===== config.mk =====
export PLATFORM = sky130hd
export DESIGN_NAME = ignition_pulse_tachometer_unit_flat
export DESIGN_NICKNAME = d
export VERILOG_FILES = /design/src/rtl/core/ipt_pkg.sv /design/src/rtl/core/ipt_in_if.sv /design/src/rtl/core/ipt_out_if.sv /design/src/rtl/core/ignition_pulse_tachometer_unit.sv /design/src/rtl/core/ipt_ctrl.sv /design/src/rtl/core/ipt_dp.sv /design/src/flat_wrapper.sv
export VERILOG_INCLUDE_DIRS = /design/src /design/src/rtl/core
export SDC_FILE = /design/constraint.sdc
export NUM_CORES = 1
export LEC_CHECK = 0
export BUFFER_PORTS_ARGS = -buffer_cell sky130_fd_sc_hd__buf_2
export CAP_MARGIN = 10
export CORE_MARGIN = 3
export CORE_UTILIZATION = 55
export DETAILED_ROUTE_END_ITERATION = 12
export GPL_TIMING_DRIVEN = 0
export PLACE_DENSITY_LB_ADDON = 0.1
export SYNTH_ARGS = -nofsm -noshare
export SYNTH_HDL_FRONTEND = slang
export SYNTH_SLANG_ARGS = --single-unit
export TNS_END_PERCENT = 50

===== constraint.sdc =====
create_clock -name clk -period 8.2 [get_ports clk]
set_clock_uncertainty 0.2 [all_clocks]
set_input_delay 1.64 -clock clk [delete_from_list [all_inputs] [get_ports clk]]
set_output_delay 1.64 -clock clk [all_outputs]
set_load 0.02 [all_outputs]

===== src/rtl/core/ignition_pulse_tachometer_unit_macros.svh =====
// Assertion macros shared by the tachometer RTL.
// Both macros expect a clock named clk in scope; IPT_ASSERT also expects an active-low reset named rst_n.
`ifndef IGNITION_PULSE_TACHOMETER_UNIT_MACROS_SVH
`define IGNITION_PULSE_TACHOMETER_UNIT_MACROS_SVH

`ifndef SYNTHESIS
`define IPT_ASSERT(lbl, prop) \
  lbl: assert property (@(posedge clk) disable iff (!rst_n) prop) \
    else $error("ipt assertion failed");
`define IPT_ASSERT_ALWAYS(lbl, prop) \
  lbl: assert property (@(posedge clk) prop) \
    else $error("ipt assertion failed");
`else
`define IPT_ASSERT(lbl, prop)
`define IPT_ASSERT_ALWAYS(lbl, prop)
`endif

`endif


===== src/rtl/core/ipt_pkg.sv =====
package ipt_pkg;

  localparam int IN_TIME_W  = 32;
  localparam int OUT_W      = 16;
  localparam int WINDOW_W   = 24;
  localparam int PPR_W      = 5;
  localparam int CFG_DATA_W = 24;
  localparam int CFG_IDX_W  = 2;
  localparam int MINUTE_W   = 26;
  localparam int STEP_W     = $clog2(OUT_W);

  localparam logic [MINUTE_W-1:0]   US_PER_MIN     = MINUTE_W'(60000000);
  localparam logic [WINDOW_W-1:0]   WINDOW_RESET   = WINDOW_W'(200000);
  localparam logic [PPR_W-1:0]      PPR_RESET      = PPR_W'(4);
  localparam logic [CFG_IDX_W-1:0]  CFG_WINDOW_US  = CFG_IDX_W'(0);
  localparam logic [CFG_IDX_W-1:0]  CFG_PULSES_REV = CFG_IDX_W'(1);

  typedef struct packed {
    logic load;      // take the item's timestamp and count the pulse
    logic close;     // window closes: form product terms, restart window
    logic sat_init;  // saturation test and divider set-up
    logic step;      // one restoring division step
    logic emit;      // load the output register
  } ipt_cmd_t;

  typedef struct packed {
    logic close;     // elapsed time exceeds the window
    logic sat;       // quotient would not fit in the result width
  } ipt_sts_t;

endpackage


===== src/rtl/core/ipt_in_if.sv =====
interface ipt_in_if;
  logic                           valid;
  logic                           ready;
  logic [ipt_pkg::IN_TIME_W-1:0]  pulse_time_us;

  modport source (output valid, output pulse_time_us, input ready);
  modport sink   (input valid, input pulse_time_us, output ready);
endinterface


===== src/rtl/core/ipt_out_if.sv =====
interface ipt_out_if;
  logic                       valid;
  logic                       ready;
  logic [ipt_pkg::OUT_W-1:0]  engine_speed_rpm;
  logic [ipt_pkg::OUT_W-1:0]  pulses_counted;

  modport source (output valid, output engine_speed_rpm, output pulses_counted, input ready);
  modport sink   (input valid, input engine_speed_rpm, input pulses_counted, output ready);
endinterface


===== src/rtl/core/ignition_pulse_tachometer_unit.sv =====
// Channel   Direction  Payload
// in_chan   sink       pulse_time_us (32 bit timestamp of one ignition pulse)
// out_chan  source     engine_speed_rpm, pulses_counted (16 bit each)
// cfg_*     write      index 0 window_us, index 1 pulses_per_rev
//
// An item that does not close the window passes through the check state and back to idle;
// one that closes it runs the 16-step restoring divider that forms the speed figure,
// or skips the divider when the figure saturates.
// Reset is synchronous and active low; no clearing pass is needed after it.
// A finished result sits in the output register while the next item is accepted;
// the divider waits in its final state only if that register is still full.
`include "ignition_pulse_tachometer_unit_macros.svh"

module ignition_pulse_tachometer_unit #(
  parameter int TIME_BITS  = 32,
  parameter int COUNT_BITS = 16
) (
  input  logic                            clk,
  input  logic                            rst_n,
  input  logic                            cfg_we,
  input  logic [ipt_pkg::CFG_IDX_W-1:0]   cfg_index,
  input  logic [ipt_pkg::CFG_DATA_W-1:0]  cfg_wdata,
  ipt_in_if.sink                          in_chan,
  ipt_out_if.source                       out_chan
);

  ipt_pkg::ipt_cmd_t  cmd;
  ipt_pkg::ipt_sts_t  sts;
  logic               in_ready;
  logic               out_valid;

  ipt_ctrl u_ctrl (
    .clk       (clk),
    .rst_n     (rst_n),
    .in_valid  (in_chan.valid),
    .in_ready  (in_ready),
    .out_valid (out_valid),
    .out_ready (out_chan.ready),
    .sts       (sts),
    .cmd       (cmd)
  );

  ipt_dp #(
    .TIME_BITS  (TIME_BITS),
    .COUNT_BITS (COUNT_BITS)
  ) u_dp (
    .clk       (clk),
    .rst_n     (rst_n),
    .cfg_we    (cfg_we),
    .cfg_index (cfg_index),
    .cfg_wdata (cfg_wdata),
    .in_time   (in_chan.pulse_time_us),
    .cmd       (cmd),
    .sts       (sts),
    .speed     (out_chan.engine_speed_rpm),
    .pcount    (out_chan.pulses_counted)
  );

  assign in_chan.ready  = in_ready;
  assign out_chan.valid = out_valid;

endmodule


===== src/rtl/core/ipt_ctrl.sv =====
`include "ignition_pulse_tachometer_unit_macros.svh"

module ipt_ctrl (
  input  logic              clk,
  input  logic              rst_n,
  input  logic              in_valid,
  output logic              in_ready,
  output logic              out_valid,
  input  logic              out_ready,
  input  ipt_pkg::ipt_sts_t sts,
  output ipt_pkg::ipt_cmd_t cmd
);

  typedef enum logic [2:0] {
    S_IDLE,
    S_CHECK,
    S_SAT,
    S_DIV,
    S_DONE
  } state_t;

  state_t                      state_r;
  logic [ipt_pkg::STEP_W-1:0]  step_cnt_r;
  logic                        out_valid_r;

  assign in_ready  = (state_r == S_IDLE);
  assign out_valid = out_valid_r;

  always_comb begin
    cmd          = '0;
    cmd.load     = (state_r == S_IDLE) && in_valid;
    cmd.close    = (state_r == S_CHECK) && sts.close;
    cmd.sat_init = (state_r == S_SAT);
    cmd.step     = (state_r == S_DIV);
    cmd.emit     = (state_r == S_DONE) && (!out_valid_r || out_ready);
  end

  always_ff @(posedge clk) begin
    if (!rst_n) begin
      state_r     <= S_IDLE;
      step_cnt_r  <= '0;
      out_valid_r <= 1'b0;
    end else begin
      if (cmd.emit) begin
        out_valid_r <= 1'b1;
      end else if (out_ready) begin
        out_valid_r <= 1'b0;
      end
      unique case (state_r)
        S_IDLE: begin
          if (in_valid) begin
            state_r <= S_CHECK;
          end
        end
        S_CHECK: begin
          state_r <= sts.close ? S_SAT : S_IDLE;
        end
        S_SAT: begin
          step_cnt_r <= '1;
          state_r    <= sts.sat ? S_DONE : S_DIV;
        end
        S_DIV: begin
          if (step_cnt_r == '0) begin
            state_r <= S_DONE;
          end else begin
            step_cnt_r <= step_cnt_r - 1'b1;
          end
        end
        S_DONE: begin
          if (cmd.emit) begin
            state_r <= S_IDLE;
          end
        end
        default: begin
          state_r <= S_IDLE;
        end
      endcase
    end
  end

  `IPT_ASSERT(a_accept_to_check, (in_valid && in_ready) |=> (state_r == S_CHECK))
  `IPT_ASSERT(a_div_ends_done, (state_r == S_DIV && step_cnt_r == '0) |=> (state_r == S_DONE))
  `IPT_ASSERT(a_result_from_done, $rose(out_valid_r) |-> ($past(state_r) == S_DONE))

endmodule


===== src/rtl/core/ipt_dp.sv =====
`include "ignition_pulse_tachometer_unit_macros.svh"

module ipt_dp #(
  parameter int TIME_BITS  = 32,
  parameter int COUNT_BITS = 16
) (
  input  logic                               clk,
  input  logic                               rst_n,
  input  logic                               cfg_we,
  input  logic [ipt_pkg::CFG_IDX_W-1:0]      cfg_index,
  input  logic [ipt_pkg::CFG_DATA_W-1:0]     cfg_wdata,
  input  logic [ipt_pkg::IN_TIME_W-1:0]      in_time,
  input  ipt_pkg::ipt_cmd_t                  cmd,
  output ipt_pkg::ipt_sts_t                  sts,
  output logic [ipt_pkg::OUT_W-1:0]          speed,
  output logic [ipt_pkg::OUT_W-1:0]          pcount
);

  localparam int OUT_W  = ipt_pkg::OUT_W;
  localparam int NUM_W  = COUNT_BITS + ipt_pkg::MINUTE_W;
  localparam int DEN_W  = TIME_BITS + ipt_pkg::PPR_W;
  localparam int DIV_A  = DEN_W + OUT_W;
  localparam int DIV_W  = (NUM_W > DIV_A) ? NUM_W : DIV_A;
  localparam int EXT_W  = TIME_BITS + ipt_pkg::IN_TIME_W;
  localparam int CW     = COUNT_BITS + OUT_W;

  logic [ipt_pkg::WINDOW_W-1:0]  window_r;
  logic [ipt_pkg::PPR_W-1:0]     ppr_r;
  logic [COUNT_BITS-1:0]         cnt_r;
  logic [TIME_BITS-1:0]          start_r;
  logic [TIME_BITS-1:0]          now_r;
  logic [TIME_BITS-1:0]          elapsed_r;
  logic [NUM_W-1:0]              num_r;
  logic [DEN_W-1:0]              den_r;
  logic [NUM_W-1:0]              rem_r;
  logic [DIV_W-1:0]              dsh_r;
  logic [OUT_W-1:0]              quo_r;
  logic [OUT_W-1:0]              pcnt_hold_r;
  logic [OUT_W-1:0]              speed_r;
  logic [OUT_W-1:0]              pcount_r;

  logic [EXT_W-1:0]              now_ext;
  logic [TIME_BITS-1:0]          now;
  logic [COUNT_BITS-1:0]         cnt_nxt;
  logic [ipt_pkg::PPR_W-1:0]     ppr_eff;
  logic [CW-1:0]                 cnt_wide;
  logic [OUT_W-1:0]              cnt_sat;
  logic [DIV_W-1:0]              den_top;
  logic [DIV_W-1:0]              rem_wide;
  logic                          take;

  // Zero-extend then truncate, so any time width from 24 to 64 bits works.
  assign now_ext = {TIME_BITS'(0), in_time};
  assign now     = now_ext[TIME_BITS-1:0];
  assign cnt_nxt = (cnt_r != '1) ? cnt_r + 1'b1 : cnt_r;
  assign ppr_eff = (ppr_r == '0) ? ipt_pkg::PPR_W'(1) : ppr_r;

  assign cnt_wide = CW'(cnt_r);
  assign cnt_sat  = (cnt_wide > CW'({OUT_W{1'b1}})) ? '1 : cnt_wide[OUT_W-1:0];

  assign den_top  = DIV_W'(den_r) << OUT_W;
  assign rem_wide = DIV_W'(rem_r);
  assign take     = rem_wide >= dsh_r;

  assign sts.close = elapsed_r > TIME_BITS'(window_r);
  assign sts.sat   = den_top <= DIV_W'(num_r);

  assign speed  = speed_r;
  assign pcount = pcount_r;

  always_ff @(posedge clk) begin
    if (!rst_n) begin
      window_r <= ipt_pkg::WINDOW_RESET;
      ppr_r    <= ipt_pkg::PPR_RESET;
      cnt_r    <= '0;
      start_r  <= '0;
    end else begin
      if (cfg_we) begin
        unique case (cfg_index)
          ipt_pkg::CFG_WINDOW_US:  window_r <= cfg_wdata[ipt_pkg::WINDOW_W-1:0];
          ipt_pkg::CFG_PULSES_REV: ppr_r    <= cfg_wdata[ipt_pkg::PPR_W-1:0];
          default: ;
        endcase
      end
      if (cmd.load) begin
        cnt_r <= cnt_nxt;
      end else if (cmd.close) begin
        cnt_r   <= '0;
        start_r <= now_r;
      end
    end
  end

  always_ff @(posedge clk) begin
    if (cmd.load) begin
      now_r     <= now;
      elapsed_r <= now - start_r;
    end
    if (cmd.close) begin
      // The count still holds this pulse here; it is cleared at the same edge.
      num_r       <= NUM_W'(cnt_r) * NUM_W'(ipt_pkg::US_PER_MIN);
      den_r       <= DEN_W'(elapsed_r) * DEN_W'(ppr_eff);
      pcnt_hold_r <= cnt_sat;
    end
    if (cmd.sat_init) begin
      rem_r <= num_r;
      dsh_r <= DIV_W'(den_r) << (OUT_W - 1);
      quo_r <= sts.sat ? '1 : '0;
    end else if (cmd.step) begin
      if (take) begin
        rem_r <= rem_r - NUM_W'(dsh_r);
      end
      dsh_r <= dsh_r >> 1;
      quo_r <= {quo_r[OUT_W-2:0], take};
    end
    if (cmd.emit) begin
      speed_r  <= quo_r;
      pcount_r <= pcnt_hold_r;
    end
  end

  `IPT_ASSERT(a_close_clears, cmd.close |=> (cnt_r == '0))
  `IPT_ASSERT(a_load_counts, cmd.load |=> (cnt_r != '0))
  `IPT_ASSERT(a_rem_shrinks, cmd.step |=> (rem_r <= $past(rem_r)))

endmodule

===== src/flat_wrapper.sv =====
// flat-port wrapper written by rule: the top's interface ports become plain ports
module ignition_pulse_tachometer_unit_flat 
#(
  parameter int TIME_BITS  = 32,
  parameter int COUNT_BITS = 16
)
  (clk, rst_n, cfg_we, cfg_index, cfg_wdata, in_chan_valid, in_chan_pulse_time_us, in_chan_ready, out_chan_valid, out_chan_engine_speed_rpm, out_chan_pulses_counted, out_chan_ready);
  ipt_in_if in_chan_i ();
  ipt_out_if out_chan_i ();
  input  logic clk;
  input  logic rst_n;
  input  logic cfg_we;
  input  logic [ipt_pkg::CFG_IDX_W-1:0] cfg_index;
  input  logic [ipt_pkg::CFG_DATA_W-1:0] cfg_wdata;
  input wire logic [$bits(in_chan_i.valid)-1:0] in_chan_valid;
  input wire logic [$bits(in_chan_i.pulse_time_us)-1:0] in_chan_pulse_time_us;
  output wire logic [$bits(in_chan_i.ready)-1:0] in_chan_ready;
  output wire logic [$bits(out_chan_i.valid)-1:0] out_chan_valid;
  output wire logic [$bits(out_chan_i.engine_speed_rpm)-1:0] out_chan_engine_speed_rpm;
  output wire logic [$bits(out_chan_i.pulses_counted)-1:0] out_chan_pulses_counted;
  input wire logic [$bits(out_chan_i.ready)-1:0] out_chan_ready;
  assign in_chan_i.valid = in_chan_valid;
  assign in_chan_i.pulse_time_us = in_chan_pulse_time_us;
  assign in_chan_ready = in_chan_i.ready;
  assign out_chan_valid = out_chan_i.valid;
  assign out_chan_engine_speed_rpm = out_chan_i.engine_speed_rpm;
  assign out_chan_pulses_counted = out_chan_i.pulses_counted;
  assign out_chan_i.ready = out_chan_ready;
  ignition_pulse_tachometer_unit #(.TIME_BITS(TIME_BITS), .COUNT_BITS(COUNT_BITS)) u_core (.clk(clk), .rst_n(rst_n), .cfg_we(cfg_we), .cfg_index(cfg_index), .cfg_wdata(cfg_wdata), .in_chan(in_chan_i), .out_chan(out_chan_i));
endmodule

==> flow_summary.yaml <==
pwr:
  power_leakage_nw: 14.2
  powerDensity_mw_per_mm2: 203
  finalPower_mw: 6.39
  peakVddDrop_mv: 0.191
clock_network:
  post_cts_buffers: 0
  cts.path.max_buffers: 3
  cts_made_buffers: 44
  post_cts_resize_count: 0
  root_buffer: "clkbuf_16"
  cts_sinks: 377
  postCtsHoldBufs: 0
  cts.clk_slew.worst_paths_ns: 0.06
  cts_tree: "yes"
  clock_latency_ns: 0.58
  h-tree-depth: 2
global_routing:
  grt_pass1_vias: 21000
  grt_pass1_wl_um: 111000
  antenna_found_initial: 1
  grt_overflow: 0
  grt_max_degree: 73
  track_usage_pct: 25.7
route:
  routed_wl_um: 68200
  vias_per_cell: 5.56
  drtAntennaViolNets: 0
  wl_per_cell_um: 18.4
  route.vias.total: 20600
  remaining_drc_errors: 0
  dr.pass1.iters: 6
  drtIter0Drc: 1290
floorplanning:
  die_x_um: 234
  fp.coreArea_mm2: 0.0507
  rows: 82
  dieArea_mm2: 0.0546
  start_util_pct: 56.3
  die_y_um: 234
  num_io_pins: 97
synth:
  synth-seq-cells: 377
  synthArstFlopShare_pct: 0
  synth_top_area_share_pct: 29.2
  synth_warnings: 0
  ys_top_cells_by_count: "inv_1, ha_1, edfxtp_1"
  synth_cell_types: 73
  synth-edff-count: 277
  synth_nets: 3405
  synth_area_leaders: "edfxtp_1, ha_1, fa_1"
  synth-seq-area-share_pct: 36.2
  syn_inst: 2855
  syn_avg_cell_area_um2: 9.99
  synth_top_area_cell: "edfxtp_1"
  synth_most_common_cell: "inv_1"
  synth_flop_cell: "edfxtp_1"
  syn_area_mm2: 0.0285
setup_path:
  timing.rr.end: "u_core.u_dp.num_r[37]$_DFFE_PP_"
  critPathCaptureType: "register"
  start_kind: "register"
  r2r_slack_ns: 1.28
  critPathArrivalTime_ns: 7.00
  worst-setup-path-type: "reg2reg"
  ff2ff_path_depth: 15
  path_max_fanout: 12
  r2r_start: "u_core.u_dp.cnt_r[7]$_SDFFE_PN0P_"
  cp.required_ns: 8.28
worst_hold_path:
  min_path_cells: 0
  hp-class: "reg2reg"
  worstHoldStart: "u_core.u_dp.pcnt_hold_r[4]$_DFFE_PP_"
  whs_endpoint: "u_core.u_dp.pcount[4]$_DFFE_PP_"
timing:
  rsz0062_at_grt: "no"
  hold_slack_ns: 0.220
  worst_pin_slew_ns: 1.03
  min_period_over_period_pct: 84.3
  final.setup.tns_ns: 0
  final.min_clock_period_ns: 6.92
  drv_slew: 0
  fmax_ghz: 0.145
  finalHoldViolCount: 0
  final-setup-viol-count: 0
  slew_headroom_pct: 30.7
placement:
  routabilityCongestion: 0.928
  portBuffers: 95
  dp_hpwl_um: 54700
  numPlacedInstances: 3626
final_layout:
  seqCellArea_mm2: 0.0103
  multi_input_area_mm2: 0.0164
  synthToLayoutAreaGrowth_pct: 10.2
  drive_above_1_share_pct: 6.56
  finalNonFillerCells: 3708
  final_nets: 3550
  fillers: 4302
status:
  status: "finished clean"
job:
  maxCapViolCount: 0
-- cell type report --
| type | instances | area share, % |
|---|---|---|
| clock inverters | 29 | 0.912 |
| multi-input cells | 1999 | 52.3 |
| clock buffers | 52 | 3.69 |
| repair buffers | 99 | 1.82 |
| plain buffers | 89 | 1.11 |
| diodes | 1 | 0.00796 |
| flip-flops and latches | 377 | 32.8 |
| inverters | 390 | 4.66 |
| well taps | 672 | 2.68 |
-- how the worst max path moves through the flow --
| stage | startpoint | to | slack [ns] | depth (start not counted) |
|---|---|---|---|---|
| 4_1_cts | u_core.u_dp.cnt_r[7]$_SDFFE_PN0P_ | u_core.u_dp.num_r[37]$_DFFE_PP_ | 1.37 | 15 |
| 3_5_place_dp | u_core.u_dp.cnt_r[7]$_SDFFE_PN0P_ | u_core.u_dp.num_r[37]$_DFFE_PP_ | 1.39 | 15 |
| 6_report | u_core.u_dp.cnt_r[7]$_SDFFE_PN0P_ | u_core.u_dp.num_r[37]$_DFFE_PP_ | 1.28 | 15 |
| 3_3_place_gp | in_chan_valid | u_core.u_dp.cnt_r[15]$_SDFFE_PN0P_ | 1.31 | 9 |
| 5_1_grt | u_core.u_dp.cnt_r[7]$_SDFFE_PN0P_ | u_core.u_dp.num_r[37]$_DFFE_PP_ | 1.04 | 15 |
| 2_1_floorplan | u_core.u_dp.cnt_r[7]$_SDFFE_PN0P_ | u_core.u_dp.num_r[41]$_DFFE_PP_ | 2.49 | 16 |
-- registers in the layout, summed over array words and instances (netlist names), 24 cells and up --
| name | count |
|---|---|
| u_core.u_dp.num_r | 34 |
| u_core.u_dp.window_r | 24 |
| u_core.u_dp.start_r | 32 |
| u_core.u_dp.dsh_r | 52 |
| u_core.u_dp.now_r | 32 |
| u_core.u_dp.elapsed_r | 32 |
| u_core.u_dp.rem_r | 42 |
| u_core.u_dp.den_r | 37 |
-- metrics by stage --
step                util, %  setup slack (ns)  cell area, um2
global placement       58.9              1.31           29800
finish                 62.0              1.28           31400
CTS                    62.0              1.37           31400
detailed placement     59.1              1.39           30000
floorplan                 -              2.49           28500
global route           62.0              1.04           31400
-- cell usage in the layout (no fill, tap or decap), drive strengths merged, types with 29 or more instances in the layout --
cell type / Yosys / final
o21ai: 103 / 103
nor2: 219 / 219
a21o: 87 / 87
mux2i: 74 / 74
inv: 390 / 392
edfxtp: 277 / 277
fa: 174 / 174
a21oi: 180 / 180
buf: 12 / 111
nand2: 195 / 195
xor2: 50 / 50
and2: 123 / 123
nor3: 38 / 38
nand4: 29 / 29
nand3: 62 / 62
xnor2: 76 / 76
ha: 313 / 313
clkbuf: 77 / 129
dfxtp: 100 / 100
-- report_power, final --
| group | internal, mW | leakage (nW) | switching (mW) |
|---|---|---|---|
| registers | 2.38 | 3.41 | 0.163 |
| logic | 0.754 | 10.1 | 1.15 |
| clock network | 1.14 | 0.704 | 0.796 |
-- kinds of logic (layout without fill, tap and decap cells) --
kind of cell    Yosys count  in the layout  synth area share [%]
fa+ha+maj               487            487                  25.9
flops                   377            377                  36.2
other cells               0              1                     0
buf+inv                 479            659                  6.32
mux                      75             75                  2.64
xor+xnor                126            126                  3.87
compound gates          535            535                  11.9
simple gates            776            776                  13.1
-- layer usage --
layer / global-route usage [%] / share of wire, % / vias to the layer above
met5: 0 / 0 / -
met1: 36.5 / 47 / 9929
met4: 7.90 / 3.1 / 0
met3: 3.01 / 4.8 / 112
li1: - / - / 10100
met2: 41.5 / 45 / 490
-- critical path, stage by stage, from the launching register on --
cell       delay [ns]
dfxtp_1          0.76
fa_1             0.52
ha_1             0.44
fa_1             0.48
fa_1             0.51
fa_1             0.55
fa_1             0.53
ha_1             0.41
nand2_1          0.10
o21ai_0          0.41
a2111oi_0        0.19
a21oi_1          0.13
o21ai_0          0.23
o211ai_1         0.44
a31oi_1          0.16
xnor2_1          0.55
Note: power is estimated with default switching activity, not from simulation.
